`config.mk`:
```
export PLATFORM = sky130hd
export DESIGN_NAME = c_subset_lexer
export DESIGN_NICKNAME = d
export VERILOG_FILES = /design/src/csl_pkg.sv /design/src/csl_scan.sv /design/src/csl_res_fifo.sv /design/src/c_subset_lexer.sv
export SDC_FILE = /design/constraint.sdc
export NUM_CORES = 1
export LEC_CHECK = 0
export ABC_AREA = 1
export BUFFER_PORTS_ARGS = -buffer_cell sky130_fd_sc_hd__buf_2
export CAP_MARGIN = 0
export CORE_ASPECT_RATIO = 0.9
export CORE_MARGIN = 3
export CORE_UTILIZATION = 24
export DETAILED_ROUTE_END_ITERATION = 8
export GPL_ROUTABILITY_DRIVEN = 0
export GPL_TIMING_DRIVEN = 0
export HOLD_SLACK_MARGIN = 0.06
export PLACE_DENSITY = 0.49
export SYNTH_ARGS = -nofsm -noshare
export SYNTH_HDL_FRONTEND = slang
export SYNTH_HIERARCHICAL = 1
export SYNTH_SLANG_ARGS = --single-unit
```
`constraint.sdc`:
```
create_clock -name clk_i -period 3.95 [get_ports clk_i]
set_input_delay 0.1975 -clock clk_i [delete_from_list [all_inputs] [get_ports clk_i]]
set_output_delay 0.1975 -clock clk_i [all_outputs]
set_load 0.1 [all_outputs]
```
`src/csl_pkg.sv`:
```
// Shared types, codes and keyword matcher functions for the C subset lexer.
package csl_pkg;

  // Result queue depth; the input is taken while two slots are free.
  localparam int unsigned ResDepth = 4;
  localparam int unsigned ResPtrBits = $clog2(ResDepth);
  localparam int unsigned ResCntBits = $clog2(ResDepth + 1);

  typedef enum logic [4:0] {
    TK_INT     = 5'd0,
    TK_FLOAT   = 5'd1,
    TK_PRINT   = 5'd2,
    TK_RETURN  = 5'd3,
    TK_IDENT   = 5'd4,
    TK_NUM     = 5'd5,
    TK_ASSIGN  = 5'd6,
    TK_PLUS    = 5'd7,
    TK_MINUS   = 5'd8,
    TK_MUL     = 5'd9,
    TK_DIV     = 5'd10,
    TK_SEMI    = 5'd11,
    TK_LPAREN  = 5'd12,
    TK_RPAREN  = 5'd13,
    TK_LBRACE  = 5'd14,
    TK_RBRACE  = 5'd15,
    TK_EOF     = 5'd16,
    TK_UNKNOWN = 5'd17
  } token_kind_e;

  typedef enum logic [1:0] {
    MODE_IDLE    = 2'd0,
    MODE_IDENT   = 2'd1,
    MODE_NUM     = 2'd2,
    MODE_COMMENT = 2'd3
  } scan_mode_e;

  typedef struct packed {
    logic [7:0] char_byte;
    logic       end_of_source;
  } csl_in_t;

  typedef struct packed {
    logic [4:0]  token_kind;
    logic [15:0] line_number;
    logic [15:0] start_offset;
    logic [15:0] token_length;
    logic        lexical_error;
    logic        last_of_run;
  } csl_out_t;

  localparam logic [7:0] ChLf      = 8'h0A;
  localparam logic [7:0] ChHash    = "#";
  localparam logic [7:0] ChUscore  = "_";
  localparam logic [7:0] ChDot     = ".";

  // Keyword matcher states: each one but KwDead is a prefix of a keyword.
  localparam logic [4:0] KwStart  = 5'd0;
  localparam logic [4:0] KwDead   = 5'd1;
  localparam logic [4:0] KwI      = 5'd2;
  localparam logic [4:0] KwIn     = 5'd3;
  localparam logic [4:0] KwInt    = 5'd4;
  localparam logic [4:0] KwF      = 5'd5;
  localparam logic [4:0] KwFl     = 5'd6;
  localparam logic [4:0] KwFlo    = 5'd7;
  localparam logic [4:0] KwFloa   = 5'd8;
  localparam logic [4:0] KwFloat  = 5'd9;
  localparam logic [4:0] KwP      = 5'd10;
  localparam logic [4:0] KwPr     = 5'd11;
  localparam logic [4:0] KwPri    = 5'd12;
  localparam logic [4:0] KwPrin   = 5'd13;
  localparam logic [4:0] KwPrint  = 5'd14;
  localparam logic [4:0] KwPrintf = 5'd15;
  localparam logic [4:0] KwR      = 5'd16;
  localparam logic [4:0] KwRe     = 5'd17;
  localparam logic [4:0] KwRet    = 5'd18;
  localparam logic [4:0] KwRetu   = 5'd19;
  localparam logic [4:0] KwRetur  = 5'd20;
  localparam logic [4:0] KwReturn = 5'd21;

  function automatic logic is_letter(input logic [7:0] c);
    return (c inside {["a":"z"], ["A":"Z"]});
  endfunction

  function automatic logic is_digit(input logic [7:0] c);
    return (c inside {["0":"9"]});
  endfunction

  function automatic logic is_space(input logic [7:0] c);
    return (c inside {8'h20, [8'h09:8'h0D]});
  endfunction

  function automatic logic [4:0] kw_next(input logic [4:0] s, input logic [7:0] c);
    logic [4:0] t;
    t = KwDead;
    case (s)
      KwStart: begin
        if (c == "i") t = KwI;
        else if (c == "f") t = KwF;
        else if (c == "p") t = KwP;
        else if (c == "r") t = KwR;
      end
      KwI:     if (c == "n") t = KwIn;
      KwIn:    if (c == "t") t = KwInt;
      KwF:     if (c == "l") t = KwFl;
      KwFl:    if (c == "o") t = KwFlo;
      KwFlo:   if (c == "a") t = KwFloa;
      KwFloa:  if (c == "t") t = KwFloat;
      KwP:     if (c == "r") t = KwPr;
      KwPr:    if (c == "i") t = KwPri;
      KwPri:   if (c == "n") t = KwPrin;
      KwPrin:  if (c == "t") t = KwPrint;
      KwPrint: if (c == "f") t = KwPrintf;
      KwR:     if (c == "e") t = KwRe;
      KwRe:    if (c == "t") t = KwRet;
      KwRet:   if (c == "u") t = KwRetu;
      KwRetu:  if (c == "r") t = KwRetur;
      KwRetur: if (c == "n") t = KwReturn;
      default: t = KwDead;
    endcase
    return t;
  endfunction

  function automatic token_kind_e kw_kind(input logic [4:0] s);
    token_kind_e k;
    case (s)
      KwInt:    k = TK_INT;
      KwFloat:  k = TK_FLOAT;
      KwPrint:  k = TK_PRINT;
      KwPrintf: k = TK_PRINT;
      KwReturn: k = TK_RETURN;
      default:  k = TK_IDENT;
    endcase
    return k;
  endfunction

  function automatic token_kind_e op_kind(input logic [7:0] c);
    token_kind_e k;
    case (c)
      "=":     k = TK_ASSIGN;
      "+":     k = TK_PLUS;
      "-":     k = TK_MINUS;
      "*":     k = TK_MUL;
      "/":     k = TK_DIV;
      ";":     k = TK_SEMI;
      "(":     k = TK_LPAREN;
      ")":     k = TK_RPAREN;
      "{":     k = TK_LBRACE;
      "}":     k = TK_RBRACE;
      default: k = TK_UNKNOWN;
    endcase
    return k;
  endfunction

endpackage

```
`src/csl_scan.sv`:
```
// Next-state and token logic for one source byte.
module csl_scan #(
  parameter int unsigned PosBits = 16
) (
  input  csl_pkg::csl_in_t   in_i,
  input  csl_pkg::scan_mode_e mode_i,
  input  logic [15:0]        line_i,
  input  logic [PosBits-1:0] pos_i,
  input  logic [PosBits-1:0] start_i,
  input  logic [PosBits-1:0] len_i,
  input  logic [4:0]         kw_i,
  output csl_pkg::scan_mode_e mode_o,
  output logic [15:0]        line_o,
  output logic [PosBits-1:0] pos_o,
  output logic [PosBits-1:0] start_o,
  output logic [PosBits-1:0] len_o,
  output logic [4:0]         kw_o,
  output csl_pkg::csl_out_t  res0_o,
  output csl_pkg::csl_out_t  res1_o,
  output logic [1:0]         res_cnt_o
);
  import csl_pkg::*;

  localparam logic [PosBits-1:0] PosMax = '1;
  localparam logic [PosBits-1:0] PosOne = PosBits'(1);

  function automatic logic [15:0] sat16(input logic [PosBits-1:0] v);
    logic [31:0] x;
    x = 32'(v);
    return (x > 32'h0000_FFFF) ? 16'hFFFF : x[15:0];
  endfunction

  function automatic logic [PosBits-1:0] sat_inc(input logic [PosBits-1:0] v);
    return (v == PosMax) ? v : v + PosOne;
  endfunction

  logic [7:0] c;
  logic       flush_v, tok_v;
  csl_out_t   flush_r, tok_r;
  logic [15:0] line_inc;

  assign c = in_i.char_byte;
  assign line_inc = (line_i == 16'hFFFF) ? line_i : line_i + 16'd1;

  always_comb begin
    mode_o  = mode_i;
    line_o  = line_i;
    pos_o   = pos_i;
    start_o = start_i;
    len_o   = len_i;
    kw_o    = kw_i;
    flush_v = 1'b0;
    tok_v   = 1'b0;

    // Pending identifier or number, as it would be flushed now.
    flush_r.token_kind    = (mode_i == MODE_IDENT) ? kw_kind(kw_i) : TK_NUM;
    flush_r.line_number   = line_i;
    flush_r.start_offset  = sat16(start_i);
    flush_r.token_length  = sat16(len_i);
    flush_r.lexical_error = 1'b0;
    flush_r.last_of_run   = 1'b0;

    tok_r.token_kind    = op_kind(c);
    tok_r.line_number   = line_i;
    tok_r.start_offset  = sat16(pos_i);
    tok_r.token_length  = 16'd1;
    tok_r.lexical_error = (op_kind(c) == TK_UNKNOWN);
    tok_r.last_of_run   = 1'b0;

    if (in_i.end_of_source) begin
      flush_v = (mode_i == MODE_IDENT) || (mode_i == MODE_NUM);
      tok_v   = 1'b1;
      tok_r.token_kind    = TK_EOF;
      tok_r.line_number   = (mode_i == MODE_COMMENT) ? line_inc : line_i;
      tok_r.token_length  = 16'd0;
      tok_r.lexical_error = 1'b0;
      mode_o  = MODE_IDLE;
      line_o  = 16'd1;
      pos_o   = '0;
      start_o = '0;
      len_o   = '0;
      kw_o    = KwStart;
    end else begin
      pos_o = sat_inc(pos_i);
      if (mode_i == MODE_COMMENT) begin
        if (c == ChLf) begin
          line_o = line_inc;
          mode_o = MODE_IDLE;
        end
      end else if (mode_i == MODE_IDENT &&
                   (is_letter(c) || is_digit(c) || c == ChUscore)) begin
        len_o = sat_inc(len_i);
        kw_o  = kw_next(kw_i, c);
      end else if (mode_i == MODE_NUM && (is_digit(c) || c == ChDot)) begin
        len_o = sat_inc(len_i);
      end else begin
        flush_v = (mode_i == MODE_IDENT) || (mode_i == MODE_NUM);
        mode_o  = MODE_IDLE;
        if (c == ChHash) begin
          mode_o = MODE_COMMENT;
        end else if (is_space(c)) begin
          if (c == ChLf) line_o = line_inc;
        end else if (is_letter(c)) begin
          mode_o  = MODE_IDENT;
          start_o = pos_i;
          len_o   = PosOne;
          kw_o    = kw_next(KwStart, c);
        end else if (is_digit(c)) begin
          mode_o  = MODE_NUM;
          start_o = pos_i;
          len_o   = PosOne;
        end else begin
          tok_v = 1'b1;
        end
      end
    end

    // Pack: flushed token goes first; the last one carries the run flag.
    res0_o = flush_v ? flush_r : tok_r;
    res1_o = tok_r;
    res_cnt_o = {1'b0, flush_v} + {1'b0, tok_v};
    if (flush_v && tok_v) begin
      res1_o.last_of_run = 1'b1;
    end else begin
      res0_o.last_of_run = 1'b1;
    end
  end

endmodule

```
`src/csl_res_fifo.sv`:
```
// Result queue: takes up to two tokens per cycle, gives one when ready.
module csl_res_fifo (
  input  logic              clk_i,
  input  logic              rst_ni,
  input  logic [1:0]        push_cnt_i,
  input  csl_pkg::csl_out_t push0_i,
  input  csl_pkg::csl_out_t push1_i,
  output logic              room2_o,
  output logic              out_valid_o,
  input  logic              out_ready_i,
  output csl_pkg::csl_out_t out_o
);
  import csl_pkg::*;

  localparam logic [ResCntBits-1:0] CntMax   = ResCntBits'(ResDepth);
  localparam logic [ResCntBits-1:0] CntRoom2 = ResCntBits'(ResDepth - 2);

  csl_out_t                mem_q [ResDepth];
  logic [ResPtrBits-1:0]   wp_q, wp_d, rp_q, rp_d, wp1;
  logic [ResCntBits-1:0]   cnt_q, cnt_d;
  logic                    pop;

  assign pop         = out_valid_o && out_ready_i;
  assign out_valid_o = (cnt_q != '0);
  assign out_o       = mem_q[rp_q];
  assign room2_o     = (cnt_q <= CntRoom2);
  assign wp1         = wp_q + ResPtrBits'(1);

  always_comb begin
    wp_d  = wp_q + ResPtrBits'(push_cnt_i);
    rp_d  = pop ? rp_q + ResPtrBits'(1) : rp_q;
    cnt_d = cnt_q + ResCntBits'(push_cnt_i) - ResCntBits'(pop);
  end

  always_ff @(posedge clk_i or negedge rst_ni) begin
    if (!rst_ni) begin
      wp_q  <= '0;
      rp_q  <= '0;
      cnt_q <= '0;
    end else begin
      wp_q  <= wp_d;
      rp_q  <= rp_d;
      cnt_q <= cnt_d;
    end
  end

  always_ff @(posedge clk_i) begin
    if (push_cnt_i != 2'd0) mem_q[wp_q] <= push0_i;
    if (push_cnt_i == 2'd2) mem_q[wp1]  <= push1_i;
  end

`ifndef SYNTHESIS
  a_cnt_bound: assert property (@(posedge clk_i) disable iff (!rst_ni)
    cnt_q <= CntMax) else $error("result queue count out of range");
  a_no_overflow: assert property (@(posedge clk_i) disable iff (!rst_ni)
    (push_cnt_i != 2'd0) |-> (ResCntBits'(push_cnt_i) + cnt_q <= CntMax))
    else $error("result queue overflow");
  a_pop_only: assert property (@(posedge clk_i) disable iff (!rst_ni)
    (pop && push_cnt_i == 2'd0) |=> (cnt_q == $past(cnt_q) - ResCntBits'(1)))
    else $error("result queue count wrong after pop");
`endif

endmodule

```
`src/c_subset_lexer.sv`:
```
// Top level of the byte-serial C subset lexer.
// The lexer takes one source byte per input transaction and reports tokens
// as kind, line, start offset and length; end_of_source flushes any pending
// identifier or number and then gives an EOF token, after which all state is
// back at reset for the next source. The scan state registers and the token
// logic sit in a single registered pass, so bytes may arrive back to back
// while in_ready_o is high. One byte gives at most two tokens (a flushed
// pending token plus an operator, unknown byte or EOF). Tokens go into a
// four-entry result queue; in_ready_o is high while two queue slots are
// free, so the input stalls only when the output side falls behind.
// Tokens enter the queue as their byte is accepted. Positions are tracked
// on POSITION_BITS bits and saturate; output fields saturate at 16 bits.
module c_subset_lexer #(
  parameter int unsigned POSITION_BITS = 16
) (
  input  logic              clk_i,
  input  logic              rst_ni,
  input  logic              in_valid_i,
  output logic              in_ready_o,
  input  csl_pkg::csl_in_t  in_i,
  output logic              out_valid_o,
  input  logic              out_ready_i,
  output csl_pkg::csl_out_t out_o
);
  import csl_pkg::*;

  localparam logic [POSITION_BITS-1:0] PosMax = '1;

  scan_mode_e               mode_q, mode_d;
  logic [15:0]              line_q, line_d;
  logic [POSITION_BITS-1:0] pos_q, pos_d;
  logic [POSITION_BITS-1:0] start_q, start_d;
  logic [POSITION_BITS-1:0] len_q, len_d;
  logic [4:0]               kw_q, kw_d;

  csl_out_t   res0, res1;
  logic [1:0] res_cnt, push_cnt;
  logic       accept, room2;

  // A transaction is taken only while the queue can absorb two tokens.
  assign in_ready_o = room2;
  assign accept     = in_valid_i && in_ready_o;
  assign push_cnt   = accept ? res_cnt : 2'd0;

  csl_scan #(
    .PosBits(POSITION_BITS)
  ) u_scan (
    .in_i      (in_i),
    .mode_i    (mode_q),
    .line_i    (line_q),
    .pos_i     (pos_q),
    .start_i   (start_q),
    .len_i     (len_q),
    .kw_i      (kw_q),
    .mode_o    (mode_d),
    .line_o    (line_d),
    .pos_o     (pos_d),
    .start_o   (start_d),
    .len_o     (len_d),
    .kw_o      (kw_d),
    .res0_o    (res0),
    .res1_o    (res1),
    .res_cnt_o (res_cnt)
  );

  // Scan state advances only on an accepted transaction.
  always_ff @(posedge clk_i or negedge rst_ni) begin
    if (!rst_ni) begin
      mode_q  <= MODE_IDLE;
      line_q  <= 16'd1;
      pos_q   <= '0;
      start_q <= '0;
      len_q   <= '0;
      kw_q    <= KwStart;
    end else if (accept) begin
      mode_q  <= mode_d;
      line_q  <= line_d;
      pos_q   <= pos_d;
      start_q <= start_d;
      len_q   <= len_d;
      kw_q    <= kw_d;
    end
  end

  csl_res_fifo u_res_fifo (
    .clk_i       (clk_i),
    .rst_ni      (rst_ni),
    .push_cnt_i  (push_cnt),
    .push0_i     (res0),
    .push1_i     (res1),
    .room2_o     (room2),
    .out_valid_o (out_valid_o),
    .out_ready_i (out_ready_i),
    .out_o       (out_o)
  );

`ifndef SYNTHESIS
  a_eof_resets: assert property (@(posedge clk_i) disable iff (!rst_ni)
    (accept && in_i.end_of_source) |=>
      (mode_q == MODE_IDLE && line_q == 16'd1 && pos_q == '0))
    else $error("state not cleared after end of source");
  a_pos_step: assert property (@(posedge clk_i) disable iff (!rst_ni)
    (accept && !in_i.end_of_source) |=>
      (pos_q == (($past(pos_q) == PosMax) ? PosMax : $past(pos_q) + 1'b1)))
    else $error("byte position did not advance");
  a_line_nonzero: assert property (@(posedge clk_i) disable iff (!rst_ni)
    line_q != 16'd0) else $error("line counter wrapped to zero");
  a_hold_idle: assert property (@(posedge clk_i) disable iff (!rst_ni)
    !accept |=> (pos_q == $past(pos_q) && line_q == $past(line_q)))
    else $error("scan state changed without a transaction");
`endif

endmodule

```
# [Word-level counts from Yosys, hierarchy flattened]
# Memories as Yosys holds them, arrays and structs flattened.
# Cells that the tools add are included.
# Widths: inputs -> output; s select.
[totals] mem_bits_rw=220 register_bits=78 out_inout_bits=57 inputBits=13 memories=1 elab_cells=216
[op_classes] eq_ne=69 addsub=9 n_reduce_logical=29 magnitude_cmp=9 mux=90
[mem_list] memory="u_res_fifo.mem_q" words=4 width=55 rd=1 rd_ports_with_merged_regs=0 wr=2 line_no="csl_res_fifo.sv:18" rtl="csl_out_t mem_q [ResDepth];"
[ops] op="$mux 16" n=28
[ops] op="$eq 8x7->1 const B" n=14
[ops] op="$eq 8x6->1 const B" n=11
[ops] op="$pmux 5 s17" n=1
[ops] op="$mux 5" n=16
[ops] op="$mux 55" n=1
[ops] op="$pmux 5 s10" n=1
[ops] op="$add 16x1->16 const B" n=3
[ops] op="$eq 16x16->1 const B" n=3
[ops] op="$eq 5x4->1 const B" n=8
[ops] op="$eq 5x5->1 const B" n=7
[ops] op="$mux 4" n=7
[ops] op="$mux 2" n=12
[ops] op="$mux 21" n=1
[ops] op="$eq 5x3->1 const B" n=4
[ops] op="$mux 1" n=18
[ops] op="$ne 3x2->1 const B" n=6
[ops] op="$ge 8x7->1 const B" n=2
[ops] op="$le 8x7->1 const B" n=2
[ops] op="$mux 3" n=4
[ops] op="$ne 2x2->1 const B" n=6
[ops] op="$pmux 3 s4" n=1
[ops] op="$reduce_bool 3->1" n=4
[ops] op="$eq 5x2->1 const B" n=2
[ops] op="26 further kinds" n=44

# [Logic depth before layout (Yosys ltp)]
# Gate-level depths: netlist of run 1.
[logic_depth] word_depth=15 ltp_mapped=20 mapped_depth_nobuf=17

# [Hierarchy]
# Netlist of run 1, hierarchy kept.
[modules_own_cells] module="csl_res_fifo" cells_per_inst=1491 area_each_um2=12079.1 instances=1 seq_area_each_um2=6781.5
[modules_own_cells] module="csl_scan" cells_per_inst=1009 area_each_um2=4708.3 instances=1 seq_area_each_um2=0.0
[modules_own_cells] module="c_subset_lexer" cells_per_inst=312 area_each_um2=2865.2 instances=1 seq_area_each_um2=1778.0

# [Worst setup path after synthesis of run 1]
# Ideal clock, no wire load.
[synth_timing] path_type="reg-to-reg" from="register u_res_fifo.cnt_q[2]" to="memory u_res_fifo/mem_q[1][0] in the netlist's numbering, enable pin" path_buffers=4 setup_ps=630 t_arrival_ps=4282 required_ps=3320 period_less_slack_ps=4913 path_slack_ps=-963 path_stages_with_launch=13 cell_sequence="dfrtp_1 -> a21oi_1 -> buf_4 -> nand2_8 -> buf_6 -> nor2_1 -> inv_1 -> nand2_1 -> inv_2 -> nand2_1 -> buf_2 -> buf_2 -> nand2_1"
[synth_lines] item="from (decl)" line_no="csl_res_fifo.sv:20" rtl="logic [ResCntBits-1:0] cnt_q, cnt_d;"
[synth_lines] item="from (signal assigned)" line_no="csl_res_fifo.sv:43" rtl="cnt_q <= cnt_d;"
[synth_lines] item="to (decl)" line_no="csl_res_fifo.sv:18"

==> results of run 1 <==
[kinds of logic (layout without fill, tap and decap cells)]
| logic type | Yosys count | in the layout | synth area share (%) |
|---|---|---|---|
| compound gates | 251 | 251 | 6.761 |
| xor+xnor | 21 | 21 | 0.9359 |
| fa+ha+maj | 13 | 13 | 0.8658 |
| buf+inv | 398 | 535 | 9.429 |
| flops | 298 | 298 | 43.55 |
| other cells | 1 | 16 | 0.01908 |
| simple gates | 1830 | 1839 | 38.44 |
[Yosys cell counts, types with 7 or more instances]
cell type	instances	area share [%]
sky130_fd_sc_hd__nor2_2	7	0.22
sky130_fd_sc_hd__nor3_1	21	0.53
sky130_fd_sc_hd__ha_1	12	0.76
sky130_fd_sc_hd__edfxtp_1	220	34
sky130_fd_sc_hd__inv_2	7	0.13
sky130_fd_sc_hd__clkbuf_1	51	0.97
sky130_fd_sc_hd__buf_2	86	2.2
sky130_fd_sc_hd__o21ai_0	167	4.3
sky130_fd_sc_hd__buf_6	9	0.52
sky130_fd_sc_hd__nor2_1	295	5.6
sky130_fd_sc_hd__a21oi_1	56	1.4
sky130_fd_sc_hd__nand2_1	1102	21
sky130_fd_sc_hd__xor2_1	21	0.94
sky130_fd_sc_hd__buf_4	49	1.9
sky130_fd_sc_hd__nand4_1	18	0.57
sky130_fd_sc_hd__nand3_1	360	9.2
sky130_fd_sc_hd__inv_1	189	3.6
sky130_fd_sc_hd__dfrtp_1	77	9.8
[per-stage QoR]
step | setup TNS [ns] | instances
after floorplan | 0 | 2826
after global placement | -501.97 | 3943
after detailed placement | -364.05 | 3945
after CTS | 0 | 4017
after global routing | -0.5574 | 4022
final | 0 | 4023
[timing repair]
| action | CTS | global route |
|---|---|---|
| pin swaps | 3 | 2 |
| buffers inserted | 1 | 0 |
| endpoints found under the hold margin | 80 | 0 |
| gates cloned | 4 | 5 |
| resized for setup | 15 | 15 |
| hold buffers | 3 | 0 |
| endpoints found under the setup margin | 430 | 173 |
[sequential cells by signal (all words and copies together), names as in the netlist]
| signal | cells |
|---|---|
| len_q | 16 |
| u_res_fifo/mem_q | 220 |
| start_q | 16 |
| u_res_fifo/wp_q | 2 |
| mode_q | 2 |
| kw_q | 5 |
| u_res_fifo/rp_q | 2 |
| pos_q | 16 |
| u_res_fifo/cnt_q | 3 |
| line_q | 16 |
[power by group through the flow]
stage	sequential, mW	clock [mW]	combinational (mW)
3_5_place_dp	4.45	0	8.61
2_1_floorplan	4.32	0	6.45
4_1_cts	4.38	3.27	8.70
6_report	4.39	3.20	8.70
3_3_place_gp	4.46	0	8.57
5_1_grt	4.45	3.40	9.34
[worst register-to-register path, cell delays in order, from the launching register on]
cell                       delay, ns
sky130_fd_sc_hd__dfrtp_1        0.41
sky130_fd_sc_hd__inv_1          0.08
sky130_fd_sc_hd__ha_1           0.25
sky130_fd_sc_hd__nand2_4        0.19
sky130_fd_sc_hd__nand3_2        0.19
sky130_fd_sc_hd__buf_2          0.27
sky130_fd_sc_hd__o31ai_4        0.34
sky130_fd_sc_hd__ha_4           0.23
sky130_fd_sc_hd__buf_4          0.11
sky130_fd_sc_hd__inv_1          0.03
sky130_fd_sc_hd__nor2_1         0.23
sky130_fd_sc_hd__nand2_1        0.20
sky130_fd_sc_hd__inv_2          0.14
sky130_fd_sc_hd__nand2_1        0.07
sky130_fd_sc_hd__clkbuf_2       0.44
sky130_fd_sc_hd__nand2_8        0.36
[final cells by class]
class                   count  area [µm²]  area share [%]
clock buffers              47       973.4           4.260
plain buffers             198        1119           4.895
well taps                1050        1314           5.749
diodes                      1       2.502         0.01095
flip-flops and latches    298        8559           37.46
repair buffers             73       430.4           1.884
clock inverters            19       126.4          0.5530
inverters                 198       743.2           3.252
multi-input cells        2139        9583           41.94
[per-layer routing]
| metal | vias up | track usage (%) | share of wire [%] |
|---|---|---|---|
| met5 | - | 0 | 0.029 |
| met4 | 4 | 3.918 | 2.3 |
| met3 | 91 | 2.290 | 6.7 |
| met2 | 615 | 25.46 | 44 |
| met1 | 8777 | 23.37 | 47 |
| li1 | 9350 | - | - |
[final timing paths]
| check | startpoint | end | slack, ns | cells after the start |
|---|---|---|---|---|
| min in group clk_i | in_i[6] | line_q[6] | 0.32 | 8 |
| min reg2reg | line_q[6] | line_q[6] | 0.47 | 2 |
| max in group asynchronous | rst_ni | u_res_fifo/cnt_q[1] | 3.19 | 3 |
| max | mode_q[1] | u_res_fifo/mem_q[3][1] | 0.08 | 15 |
| min | rst_ni | start_q[11] | 0.10 | 2 |
| max reg2reg | mode_q[1] | u_res_fifo/mem_q[3][1] | 0.08 | 15 |
==> summary by stage, run 1 <==
Run status
The run finished with clean final reports.

Floorplanning
The core region is between 0.08 and 0.09 mm². The number of placement rows is a little under 100. 70 I/O pins were placed. The die area is between 0.08 and 0.09 mm².

Measured along the x axis, the die boundary spans 307.6 µm. The die height is roughly 280 µm. The initial core utilization is approximately 24%.

Timing
Derived from the worst setup path, the maximum achievable clock frequency is 0.2582 GHz. The final cycle utilization of the critical path is a little over nine tenths. Setup repair after global routing could not meet its margin everywhere. The worst clock skew is about 0.019 ns.

Measured against its own limit, the worst slew margin works out to a little over a third. The final-report max-slew violation count is 0. The final setup violation count is 0. At the pin with the least slew margin, the transition time is between 0.9 and 1 ns. On the final layout, the worst hold slack is just over 0.1 ns. The worst-case setup margin in the final layout is 0.07763 ns. The final hold violation count is 0. The shortest clock period the worst path allows after layout is between 3 and 4 ns.

Critical path
For the worst setup path, the data arrival time is roughly 4.1 ns. The worst setup path is captured at a register. At the worst endpoint, the required time is roughly 4.2 ns. The longest individual stage delay on the worst path is ~0.44 ns. The slowest stage of the critical path belongs to the cell sky130_fd_sc_hd__clkbuf_2. Walking the worst path, the cells encountered are inv_1 > ha_1 > nand2_4 > nand3_2 > buf_2 > o31ai_4 > ha_4 > buf_4 > inv_1 > nor2_1 > nand2_1 > inv_2 > nand2_1 > clkbuf_2 > nand2_8. Along the worst path, the maximum fanout reaches 14. The sum of buffers and inverters on the critical path is 6.

The critical path is of the register to register type. The worst setup path is launched from a register. Grouping stages by cell kind, the critical path spends the most delay in simple AND/OR/NAND/NOR gates.

Global route
The via count of the first global-routing pass is about 17000. Entering global routing, the biggest net connects 57 pins. Across every metal layer, demand over resource in global routing totals 16.21%.

The first global-routing pass estimated 107800 µm of wire. The total overflow left after global routing is 0. The number of antenna violations at the first check in global routing is 3.

Synthesis
The number of unique standard cell types used by synthesis is 48. The post-synthesis area per instance is around 7.0 µm². The sequential fraction of the synthesis area is about 44%. Among all flip-flop cells after synthesis, the most frequent one is sky130_fd_sc_hd__edfxtp_1.

Synthesis handed over a netlist of around 2800 instances. The count of flip-flops with a built-in enable after synthesis is 220. During synthesis, Yosys emitted a total of 6 warnings. The post-synthesis cell area is roughly 0.020 mm². Synthesis inferred 298 register bits.

In the synthesized netlist the async set-or-reset flop fraction comes to between 20% and 30%.

Clocking
Clock-pin slew was measured on the worst setup and hold paths at 0.06 ns. The TritonCTS clock tree is built. The worst-skew pair later-pin latency is between 0.5 and 0.6 ns. Clock tree synthesis found a total of 298 sinks.

The H-tree was split into 2 levels. The CTS buffer count is 36. The maximum count of clock buffers along a single path is 3. The tree is rooted in a sky130_fd_sc_hd__clkbuf_16.

Power
Combinational cells account for between 50 and 60% of the total power. For this design the total switching power over the nets is just under 9 mW. Sequential cells burn 27.0% of the power.

The worst-case IR drop observed on VDD is about 620 µV. The switching share of total power is a little over half. The power consumption is 16.30 mW. The internal power consumption is approximately 7.5 mW.

The analysis attributes to cell leakage a power of 10.66 nW. In this run the power density over the cells is just over 700 mW/mm². Per report_power, the clock group accounts for between 10% and 20% of the total.

Route
The number of design rule violations left after detail routing is 0. The routed length per placed instance is 17.70 µm. The violation count after the first detailed-routing iteration is ~1600.

The routed layout has about 19000 vias. In the routed layout, each cell is associated on average with a via count of about 4.7. The first detailed-routing pass ran for 6 iterations.

The count of nets left with antenna violations once routing finished came out at 0. Wires add up to around 71000 µm.

Final layout
For this run, the post-layout net count is between 2000 and 3000. The library cell used most frequently in the layout, excluding fill and tap cells, is sky130_fd_sc_hd__nand2_1. The total of fill cells in the finished design is slightly below 9000. For this run, the share of the core covered by cells in the final layout is about 28%. The signed area change from the synthesized netlist to the final layout is 16.27%. The fraction of final layout cells sized beyond drive strength 1 is 10.90%.

The post-route standard cell area excluding fillers is about 0.023 mm². In the layout the commonest cells are sky130_fd_sc_hd__nand2_1, sky130_fd_sc_hd__nand3_1, sky130_fd_sc_hd__nor2_1, sky130_fd_sc_hd__edfxtp_1, sky130_fd_sc_hd__inv_1.

Run
The number of max-capacitance violations reported is 0.

Place
The placement-stage worst setup slack is -1.267 ns. The placed instances occupy a cell area of 0.02145 mm². Input and output buffers added on the ports amount to 67. The wire-length estimate of the detail-placed layout is just over 50000 µm.

Min path
In this run the worst hold path is classified as input port to async pin.
Note: power is estimated with default switching activity, not from simulation.
==> run 2, diff against run 1 <==
- PLACE_DENSITY: 0.49 -> 0.42
==> run 2 against run 1 <==
  * Global-route usage up 1.3 points
  * Critical endpoint is now u_res_fifo/mem_q[2][12]
  * Final area is 1.1% higher
  * Wire length is 7.0% higher
  * First-iteration DRC count shrank 12%
  * Register-to-register slack improved by 0.08 ns
  * Die area unchanged
  * Critical path type unchanged
  * Sequential cell count unchanged
==> summary by stage, run 2 (synthesis results as in run 1) <==
Run status
Status: completed (unchanged).

Final layout
The most common cell after layout, fill and taps aside is sky130_fd_sc_hd__nand2_1 (unchanged). The number of nets in the finished design came to 2973 (was 2970). The share of the core filled with cells came to 28.76% (was 28.45%).

Leading cell types in the layout, fill and taps excluded: sky130_fd_sc_hd__nand2_1, sky130_fd_sc_hd__nand3_1, sky130_fd_sc_hd__nor2_1, sky130_fd_sc_hd__edfxtp_1, sky130_fd_sc_hd__inv_1 (unchanged). The number of flip-flops in the largest register came to 220 (unchanged). The signed area change from the synthesized netlist to the final layout is 17.55% (was 16.27%).

The fraction of final layout cells sized beyond drive strength 1 is 11.32% (was 10.90%). The total of fill cells in the finished design is 8841 (was 8826). The post-route standard cell area excluding fillers came to 0.02310 mm² (was 0.02285 mm²). The register with the most flip-flops is u_res_fifo/mem_q (unchanged).

Critical path
The origin of the critical flop-to-flop path is mode_q[1] (unchanged). The sum of buffers and inverters on the critical path is 7 (was 6). The critical path launch point is mode_q[1] (unchanged).

The launching element type of the critical path was a register (unchanged). The total stage count of the critical path is 16 (was 15). Sequence of cells on the critical path: inv_1 > ha_1 > nand2_4 > nand3_2 > clkbuf_4 > o31ai_4 > ha_4 > buf_4 > inv_1 > nor2_2 > nand2_1 > inv_2 > nand2_1 > clkbuf_4 > buf_6 > nand2_4 (was inv_1 > ha_1 > nand2_4 > nand3_2 > buf_2 > o31ai_4 > ha_4 > buf_4 > inv_1 > nor2_1 > nand2_1 > inv_2 > nand2_1 > clkbuf_2 > nand2_8). The cell with the biggest individual delay on the critical path is sky130_fd_sc_hd__dfrtp_1 (was sky130_fd_sc_hd__clkbuf_2). The number of cells on the worst reg-to-reg path is 16 (was 15). The cell class contributing the biggest share of worst-path delay was buffers and inverters (was simple AND/OR/NAND/NOR gates). The endpoint of the worst register-to-register path was u_res_fifo/mem_q[2][12] (was u_res_fifo/mem_q[3][1]). The reg-to-reg setup timing slack came to 0.16 ns (was 0.08 ns). The critical path class is register to register (unchanged). The sort of element at the end of the critical path is a register (unchanged). The required time at the endpoint of the critical path is 4.19 ns (about the same). The longest individual stage delay on the worst path is 0.42 ns (was 0.44 ns). The end of the critical path was u_res_fifo/mem_q[2][12] (was u_res_fifo/mem_q[3][1]). The arrival time at the worst endpoint is 4.03 ns (was 4.11 ns). The largest fanout of any net on the critical path is 13 (was 14).

Global route
The combined global-route utilization of all metal layers was 17.53% (was 16.21%). The total grt overflow came to 0 (unchanged). The number of antenna violations at the first check in global routing is 1 (was 3). The pin count of the biggest net entering global routing was 53 (was 57).

The via count of the first global-routing pass is 17460 (was 17320). The first-pass GRT wire length is 114500 µm (was 107800 µm).

Route
The number of design rule violations left after detail routing is 0 (unchanged). The post-detailed-route count of antenna-violating nets came to 0 (unchanged). The wire length reported by the detailed router was 76240 µm (was 71230 µm).

The first-pass iteration count of the detailed router is 6 (unchanged). The routed length per placed instance is 18.93 µm (was 17.70 µm). The via count came to 18590 (was 18840). The via-per-instance ratio is 4.616 (was 4.682). The violation count after the first detailed-routing iteration is 1439 (was 1634).

Place
The placed wire-length estimate was 54180 µm (was 51080 µm). The area of placed instances is 0.02144 mm² (was 0.02145 mm²). The count of buffers inserted at the top-level ports is 67 (unchanged).

Timing
RSZ-0062 raised after global routing: no (was yes). The final cycle utilization of the critical path is 95.96% (was 98.03%). The maximum operating frequency is 0.2638 GHz (was 0.2582 GHz). The final setup violation count is 0 (unchanged). The slew at the pin closest to its max-slew limit is 0.9439 ns (was 0.9556 ns). The worst clock skew is 0.01221 ns (was 0.01871 ns). The shortest clock period the worst path allows after layout was 3.790 ns (was 3.872 ns).

The final-report max-slew violation count is 0 (unchanged). The final hold violation count came to 0 (unchanged). The headroom to the max-slew limit is 36.41% (was 35.62%).

Clocking
The sink count of the clock tree is 298 (unchanged). The number of buffers inserted by post-CTS setup repair came to 0 (was 1). The clock transition at the register clock pins on the worst setup and hold paths after CTS came to 0.06 ns (about the same). The number of H-tree branching levels is 2 (unchanged).

The clock tree root buffer cell is sky130_fd_sc_hd__clkbuf_16 (unchanged). The CTS buffer count is 38 (was 36). The maximum count of clock buffers along a single path is 3 (unchanged). The TritonCTS clock tree was built (unchanged). The worst-skew pair later-pin latency is 0.56 ns (about the same).

Min path
The worst min-delay path category is input port to async pin (unchanged).

Power
The maximum VDD drop is 837.4 µV (was 619.6 µV). The relative contribution of sequential cells to total power is 26.0% (was 27.0%). The switching power was 8.942 mW (was 8.801 mW). The leakage power summed over all cells came to 10.78 nW (was 10.66 nW).

The logic gate share of total power is 51.9% (was 53.4%). The internal power consumption came to 8.000 mW (was 7.498 mW). The power density relative to cell area is 733.3 mW/mm² (was 713.3 mW/mm²). The part of the total power dissipated in the clock network is 22.1% (was 19.6%). The switching share of total power came to 52.78% (was 53.99%).

Floorplanning
The area inside the core boundary is 0.08031 mm² (unchanged). The die area came to 0.08536 mm² (unchanged). The initial core utilization is 24.47% (unchanged).

The width of the chip was 307.6 µm (unchanged). The die height was 277.5 µm (unchanged). The number of placement rows is 98 (unchanged).

The number of primary I/O pins came to 70 (unchanged).

Run
The number of max-capacitance violations reported came to 0 (unchanged).
-- run 2: changes by cell type in the layout (fill, tap and decap cells not counted), sizes merged --
cell	delta
buf	-2
inv	-1
nand2	+1
clkinv	-6
bufinv	+6
clkinvlp	+2
clkbuf	+4
-- run 2: through the flow --
stage	TNS [ns]	hold WS [ns]	total power, mW	cells	worst slack, ns
finish	0	0.1188	16.94	4027	0.1596
detailed placement	-426.16	0.1537	13.16	3945	-1.438
global placement	-580.72	0.4522	13.16	3943	-2.207
CTS	0	0.1090	17.09	4025	0.001867
floorplan	0	-0.09809	10.77	2826	0.1862
global route	0	0.1484	17.87	4026	0.005953
-- run 2: cell type report --
cell class | count | area, µm² | share of cell area (%)
antenna | 1 | 2.502 | 0.01083
timing repair buffer | 72 | 422.9 | 1.831
buffer | 199 | 1139 | 4.928
clock buffer | 49 | 1033 | 4.474
sequential | 298 | 8559 | 37.05
inverter | 198 | 743.2 | 3.217
tap | 1050 | 1314 | 5.687
multi-input combinational | 2140 | 9602 | 41.56
clock inverter | 20 | 286.5 | 1.240
-- run 2: how the worst min path moves through the flow --
stage / start / slack (ns) / to / depth (start not counted)
floorplan: rst_ni / -0.1 / kw_q[0] / 0
global placement: line_q[13] / 0.45 / line_q[13] / 2
detailed placement: rst_ni / 0.15 / start_q[9] / 1
CTS: rst_ni / 0.11 / start_q[9] / 2
global route: rst_ni / 0.15 / start_q[9] / 2
finish: rst_ni / 0.12 / start_q[9] / 2
-- run 2: power groups by stage --
stage / clock (mW) / sequential [mW] / combinational, mW
4_1_cts: 3.84 / 4.40 / 8.85
3_3_place_gp: 0 / 4.48 / 8.67
6_report: 3.74 / 4.41 / 8.80
2_1_floorplan: 0 / 4.32 / 6.45
5_1_grt: 3.98 / 4.46 / 9.44
3_5_place_dp: 0 / 4.47 / 8.70
-- run 2: routing by layer --
layer / part of all wire, % / GRT usage, % / wire (µm)
met5: 0 / 0 / 0
met2: 44 / 27.38 / 33500
met1: 48 / 25.25 / 36730
met3: 5.2 / 2.435 / 4002
met4: 2.6 / 4.750 / 2006
-- run 2: repair_timing --
action / in CTS / in global routing
hold endpoints to repair: 81 / 0
gates resized for setup: 25 / 16
pin swaps: 4 / 2
cloned: 9 / 1
hold buffers: 3 / 0
setup endpoints to repair: 435 / 342
-- run 2: worst register-to-register path, cell delays in order, from the launching register on --
cell and delay (ns):
sky130_fd_sc_hd__dfrtp_1 0.42, sky130_fd_sc_hd__inv_1 0.08, sky130_fd_sc_hd__ha_1 0.25, sky130_fd_sc_hd__nand2_4 0.19, sky130_fd_sc_hd__nand3_2 0.19, sky130_fd_sc_hd__clkbuf_4 0.27
sky130_fd_sc_hd__o31ai_4 0.39, sky130_fd_sc_hd__ha_4 0.23, sky130_fd_sc_hd__buf_4 0.11, sky130_fd_sc_hd__inv_1 0.03, sky130_fd_sc_hd__nor2_2 0.16, sky130_fd_sc_hd__nand2_1 0.17
sky130_fd_sc_hd__inv_2 0.15, sky130_fd_sc_hd__nand2_1 0.08, sky130_fd_sc_hd__clkbuf_4 0.24, sky130_fd_sc_hd__buf_6 0.25, sky130_fd_sc_hd__nand2_4 0.25
